**src/brm_pkg.sv**
```systemverilog
`timescale 1ns / 1ps
// brm_pkg: shared types and constants for the background range model update
// no dependencies; imported by the entry store, the update unit and the top level
package brm_pkg;

  localparam int IDX_W = 16;
  localparam int VAL_W = 8;
  localparam int MODE_W = 3;

  localparam logic [VAL_W-1:0] SAT_MAX = 8'hFF;

  // mode codes
  localparam logic [MODE_W-1:0] MODE_INIT      = 3'd0;
  localparam logic [MODE_W-1:0] MODE_GROW_SLOW = 3'd1;
  localparam logic [MODE_W-1:0] MODE_GROW_FAST = 3'd2;
  localparam logic [MODE_W-1:0] MODE_COUNT     = 3'd3;
  localparam logic [MODE_W-1:0] MODE_ADJUST    = 3'd4;
  localparam logic [MODE_W-1:0] MODE_SHIFT     = 3'd5;

  // input item
  typedef struct packed {
    logic [MODE_W-1:0] mode;
    logic [IDX_W-1:0]  pixel_index;
    logic [VAL_W-1:0]  pixel_value;
    logic              update_enable;
  } brm_in_t;

  // result item
  typedef struct packed {
    logic [VAL_W-1:0] low_bound_out;
    logic [VAL_W-1:0] high_bound_out;
    logic [VAL_W-1:0] below_count_out;
    logic [VAL_W-1:0] above_count_out;
  } brm_out_t;

  // one model entry as held in the store
  typedef struct packed {
    logic [VAL_W-1:0] lo;
    logic [VAL_W-1:0] hi;
    logic [VAL_W-1:0] bc;
    logic [VAL_W-1:0] ac;
  } brm_entry_t;

endpackage

```
**src/brm_update.sv**
```systemverilog
`timescale 1ns / 1ps
// brm_update: computes the new entry for one item from its operand entry
// depends on brm_pkg for modes, types and the saturation limit
module brm_update (
  input  brm_pkg::brm_in_t     item,
  input  brm_pkg::brm_entry_t  cur,
  input  logic [7:0]           count_threshold,
  output brm_pkg::brm_entry_t  nxt
);
  import brm_pkg::*;

  function automatic logic [VAL_W-1:0] sat_add(input logic [VAL_W-1:0] a,
                                               input logic [VAL_W-1:0] b);
    logic [VAL_W:0] s;
    s = {1'b0, a} + {1'b0, b};
    return s[VAL_W] ? SAT_MAX : s[VAL_W-1:0];
  endfunction

  function automatic logic [VAL_W-1:0] sat_sub(input logic [VAL_W-1:0] a,
                                               input logic [VAL_W-1:0] b);
    return (a > b) ? a - b : '0;
  endfunction

  logic [VAL_W-1:0] v;
  logic             below;
  logic             above;
  logic [VAL_W-1:0] up_amt;
  logic [VAL_W-1:0] down_amt;

  assign v        = item.pixel_value;
  assign below    = v < cur.lo;
  assign above    = v > cur.hi;
  assign up_amt   = sat_sub(v, cur.hi);
  assign down_amt = sat_sub(cur.lo, v);

  // mode decode
  always_comb begin
    nxt = cur;
    unique case (item.mode)
      MODE_INIT: begin
        nxt.lo = v;
        nxt.hi = v;
        nxt.bc = '0;
        nxt.ac = '0;
      end
      MODE_GROW_SLOW: begin
        if (below) nxt.lo = cur.lo - 8'd1;
        if (above) nxt.hi = cur.hi + 8'd1;
      end
      MODE_GROW_FAST: begin
        if (below) nxt.lo = v;
        if (above) nxt.hi = v;
      end
      MODE_COUNT: begin
        if (below && cur.bc != SAT_MAX) nxt.bc = cur.bc + 8'd1;
        if (above && cur.ac != SAT_MAX) nxt.ac = cur.ac + 8'd1;
      end
      MODE_ADJUST: begin
        if (item.update_enable) begin
          if (cur.bc > count_threshold) nxt.lo = sat_sub(cur.lo, 8'd1);
          else if (cur.bc < count_threshold) nxt.lo = sat_add(cur.lo, 8'd1);
          if (cur.ac > count_threshold) nxt.hi = sat_add(cur.hi, 8'd1);
          else if (cur.ac < count_threshold) nxt.hi = sat_sub(cur.hi, 8'd1);
        end
        nxt.bc = '0;
        nxt.ac = '0;
      end
      MODE_SHIFT: begin
        if (item.update_enable) begin
          nxt.lo = sat_sub(sat_add(cur.lo, up_amt), down_amt);
          nxt.hi = sat_sub(sat_add(cur.hi, up_amt), down_amt);
        end
      end
      default: begin
        nxt = cur;
      end
    endcase
  end

endmodule
```
**config.mk**
```make
export PLATFORM = sky130hd
export DESIGN_NAME = brm_update
export DESIGN_NICKNAME = d
export VERILOG_FILES = /design/src/brm_pkg.sv /design/src/brm_update.sv
export SDC_FILE = /design/constraint.sdc
export NUM_CORES = 1
export LEC_CHECK = 0
export ABC_AREA = 1
export BUFFER_PORTS_ARGS = -buffer_cell sky130_fd_sc_hd__clkbuf_2
export CORE_MARGIN = 2
export CORE_UTILIZATION = 60
export DETAILED_ROUTE_END_ITERATION = 10
export PLACE_DENSITY = 0.85
export SYNTH_ARGS = -nofsm -noshare
export SYNTH_HDL_FRONTEND = slang
export SYNTH_SLANG_ARGS = --single-unit
```
**constraint.sdc**
```tcl
create_clock -name vclk -period 6.7
set_clock_uncertainty 0.15 [all_clocks]
set_input_delay 1.005 -clock vclk [all_inputs]
set_output_delay 1.005 -clock vclk [all_outputs]
set_load 0.03 [all_outputs]
```
# Yosys cells after proc, flatten, opt, wreduce, memory -nomap -nowiden
# Cells that the tools add are included.
[word_totals]
output_inout_bits = 32
inputBits = 68
elab_cells = 59
regBits = 0
[op_classes]
addsub = 13
reduce_logical = 4
eq_ne = 7
magnitude_cmp = 11
muxes = 24
[op_table]
columns = ["op", "n"]
rows = [
  ["8-bit 2-to-1 mux", 20],
  ["16-bit one-hot mux with 5 select lines", 1],
  ["8-bit > comparator", 6],
  ["16-bit 2-to-1 mux", 2],
  ["16-bit one-hot mux with 2 select lines", 1],
  ["8-bit subtractor", 4],
  ["8-bit by 1-bit adder with 8-bit output, second input constant", 3],
  ["8-bit < comparator", 3],
  ["8-bit by 1-bit adder with 9-bit output, second input constant", 2],
  ["8-bit by 8-bit adder with 9-bit output", 2],
  ["8-bit by 1-bit > comparator with 1-bit output, second input constant", 2],
  ["8-bit inequality test, second input constant", 2],
  ["8-bit by 1-bit subtractor with 8-bit output, second input constant", 2],
  ["3-bit by 2-bit equality test with 1-bit output, second input constant", 2],
  ["3-bit equality test, second input constant", 2],
  ["3-bit by 1-bit equality test with 1-bit output, second input constant", 1],
  ["3-bit zero test", 1],
  ["1-bit logical AND", 2],
  ["2-bit OR reduction", 1],
]

# Longest topological paths before layout
[depth]
ltp_word = 8
depth_mapped = 35
ltp_nobuf = 34

# Least setup slack after synthesis
# Ideal clock, no wire load.
[synth_timing]
path_type = "input port to output port"
start = "input cur[20] (netlist bit)"
end = "output nxt[30] (netlist bit)"
required_time_ns = 5.545
arrival_ns = 5.404
path_stages = 30
setup_slack_ns = 0.141
path_buffers = 2
cell_sequence = "buf_2 > clkinv_1 > ha_1 > nand2_1 > nor2_4 > nand3_2 > nand2_4 > nand2_4 > inv_4 > buf_6 > o21ai_0 > a21oi_1 > ha_1 > a21oi_1 > nor2_1 > a211oi_1 > nand2_2 > a21boi_4 > nor2b_1 > ha_1 > inv_1 > fa_1 > nand2_1 > nand2_1 > a21oi_1 > or2_2 > nand3_1 > nand2_1 > a21oi_1 > a21oi_1"
[synth_rtl]
columns = ["item", "line_no", "source"]
rows = [
  ["start: declaration", "brm_update.sv:6", "input brm_pkg::brm_entry_t cur,"],
  ["end: declaration", "brm_update.sv:8", "output brm_pkg::brm_entry_t nxt"],
]

==> qor.csv <==
stage,metric,value,unit
grt,grt_max_degree,46,
die,dieArea,9960,sq um
sta,hold_ws,2243,ps
placed_design,place_hpwl,14630,microns
drt,wl_per_cell,14.18,microns
sta,drv_slew,0,
setup_path,crit_fanout,10,
grt,antenna_found_initial,0,
final_layout,diodes,0,
placed_design,gp_congestion,1.025,
sta,max_slew_margin,24.30,%
synth,yosysSeqAreaShare,0,%
synth,mappedNetlistArea,5507,sq um
drt,via_per_inst,5.780,
setup_path,cpLargestDelayFamily,simple AND/OR/NAND/NOR gates,
setup_path,setup.worst_path.start_class,input port,
run_status,status,"complete, no violations",
drt,drt-total-wl,18330,microns
synth,synth_nets,1201,
sta,fin_tns_setup,0,ps
synth,synth_warnings,0,
drt,antenna_left,0,
pwr,ir_drop,0.1317,mV
setup_path,cp_common_cell,nand2_1,
final_layout,regArea,0,sq um
placed_design,dp_cells,1287,
synth,synthTopCellsByArea,"nand2_1, ha_1, inv_1, nand3_1, nor2_1",
sta,worst_slack,215.9,ps
die,core_area,8806,sq um
setup_path,crit_required,5540,ps
synth,synth_top_area_share,23.72,%
final_layout,nClkBuffers,0,
grt,grt_pass1_vias,6493,
drt,drtIter0Drc,750,
pwr,power,1.086,mW
synth,yosysMostFrequentCell,nand2_1,
hold_path,hold_class,input port to output pin,
cts,hold_buffers,0,
setup_path,cpMaxStageDelayCell,ha_1,
die,die_y,99.80,microns
drt,drc,0,
synth,synthCells,1058,
synth,yosys.cell_types.count,49,
pwr,p_per_area,163.5,nW/um^2
synth,ys_top_cells_by_count,"nand2_1, inv_1, nor2_1",
die,start_util,62.53,%
sta,max_freq,0.1542,GHz
final_layout,design.seq.count,0,
final_layout,layout.cells.non_filler,1292,
setup_path,slowest_delay,360,ps
pwr,p_leak,3.789,nW
grt,grt_pass1_wl,29300,microns
drt,dr.pass1.iters,6,
placed_design,io_buffers,84,
setup_path,worstPathArrival,5330,ps
setup_path,critPathKind,input port to output pin,
sta,post-route-min-period,6484,ps
sta,setup_viol,0,
grt,grt.total_usage,35.03,%
sta,tightest_slew,1129,ps
final_layout,area_growth,20.56,%
final_layout,multi_input_area,5031,sq um
drt,num_vias,7468,
final_layout,layout.nets,1329,
die,fp.dieW,99.80,microns
job,maxCapViolCount,0,
final_layout,drive_gt1_share,19.26,%
sta,post-route-period-util,96.78,%
setup_path,crit_path_end_kind,output pin,
grt,grt.overflow.total,0,
sta,rsz0062_at_grt,true,
die,pin_count,100,
placed_design,pre_cts_ws,-15.04,ps
synth,syn_area_per_cell,5.205,sq um
synth,yosysTopAreaCell,nand2_1,
sta,final-hold-violation-count,0,
final_layout,fill_cells,797,
die,rows,34,
setup_path,path_buf_inv,9,
-- what timing repair did --
| action | CTS | global route |
|---|---|---|
| resized for setup | 3 | 61 |
| setup buffers | 0 | 5 |
| gates cloned | 0 | 0 |
| pin swaps | 0 | 12 |
| setup endpoints to repair | 4 | 16 |
-- power breakdown --
| part | internal, mW | switching [mW] |
|---|---|---|
| sequential | 0 | 0 |
| combinational | 0.438 | 0.648 |
| clock | 0 | 0 |
-- final cells by class --
| cell class | instances | area share [%] |
|---|---|---|
| inverter | 148 | 8.406 |
| tap | 108 | 2.035 |
| timing repair buffer | 147 | 13.78 |
| multi-input combinational | 889 | 75.78 |
-- final timing paths --
check | from | to | slack (ps) | cells after the start
setup / recovery | cur[18] | nxt[21] | 220 | 32
hold / removal | cur[11] | nxt[11] | 2240 | 3
-- through the flow --
stage	utilization, %	cell area (sq um)
after floorplan	-	5507
after global placement	72.45	6380
after detailed placement	72.45	6380
after CTS	72.59	6392
after global routing	75.39	6639
final	75.39	6639
-- cells in the final DEF, fill, tap and decap left out, types with 3 or more instances in the layout --
cell type and count:
a21oi_1 52, a31oi_1 3, buf_4 68, clkbuf_2 77, fa_2 3, ha_1 62, ha_4 8, inv_1 136
inv_2 9, nand2_1 342, nand2_2 16, nand2_4 5, nand3_1 90, nand3_2 9, nand4_1 30, nor2_1 107
nor2_2 6, nor2_4 4, nor3_1 5, nor3_2 4, o211ai_1 3, o21ai_0 64, o21ai_1 15, or2_2 4
xnor2_1 6, xor2_1 20
-- cell families (layout without fill, tap and decap cells) --
family          Yosys count  after routing  share of synthesized area, %
simple gates            629            629                         49.92
buf+inv                 169            295                         12.27
compound gates          157            157                         15.72
fa+ha+maj                75             75                         17.59
xor+xnor                 26             26                         4.135
mux                       2              2                        0.3636
-- metal layers --
| layer | vias up | wire length, microns | track usage, % |
|---|---|---|---|
| li1 | 3711 | - | - |
| met1 | 3228 | 7376 | 44.66 |
| met2 | 426 | 8249 | 61.75 |
| met3 | 103 | 1811 | 3.482 |
| met4 | 0 | 889 | 11.70 |
| met5 | - | 0 | 0 |
Power figures use the tool's default switching activity.
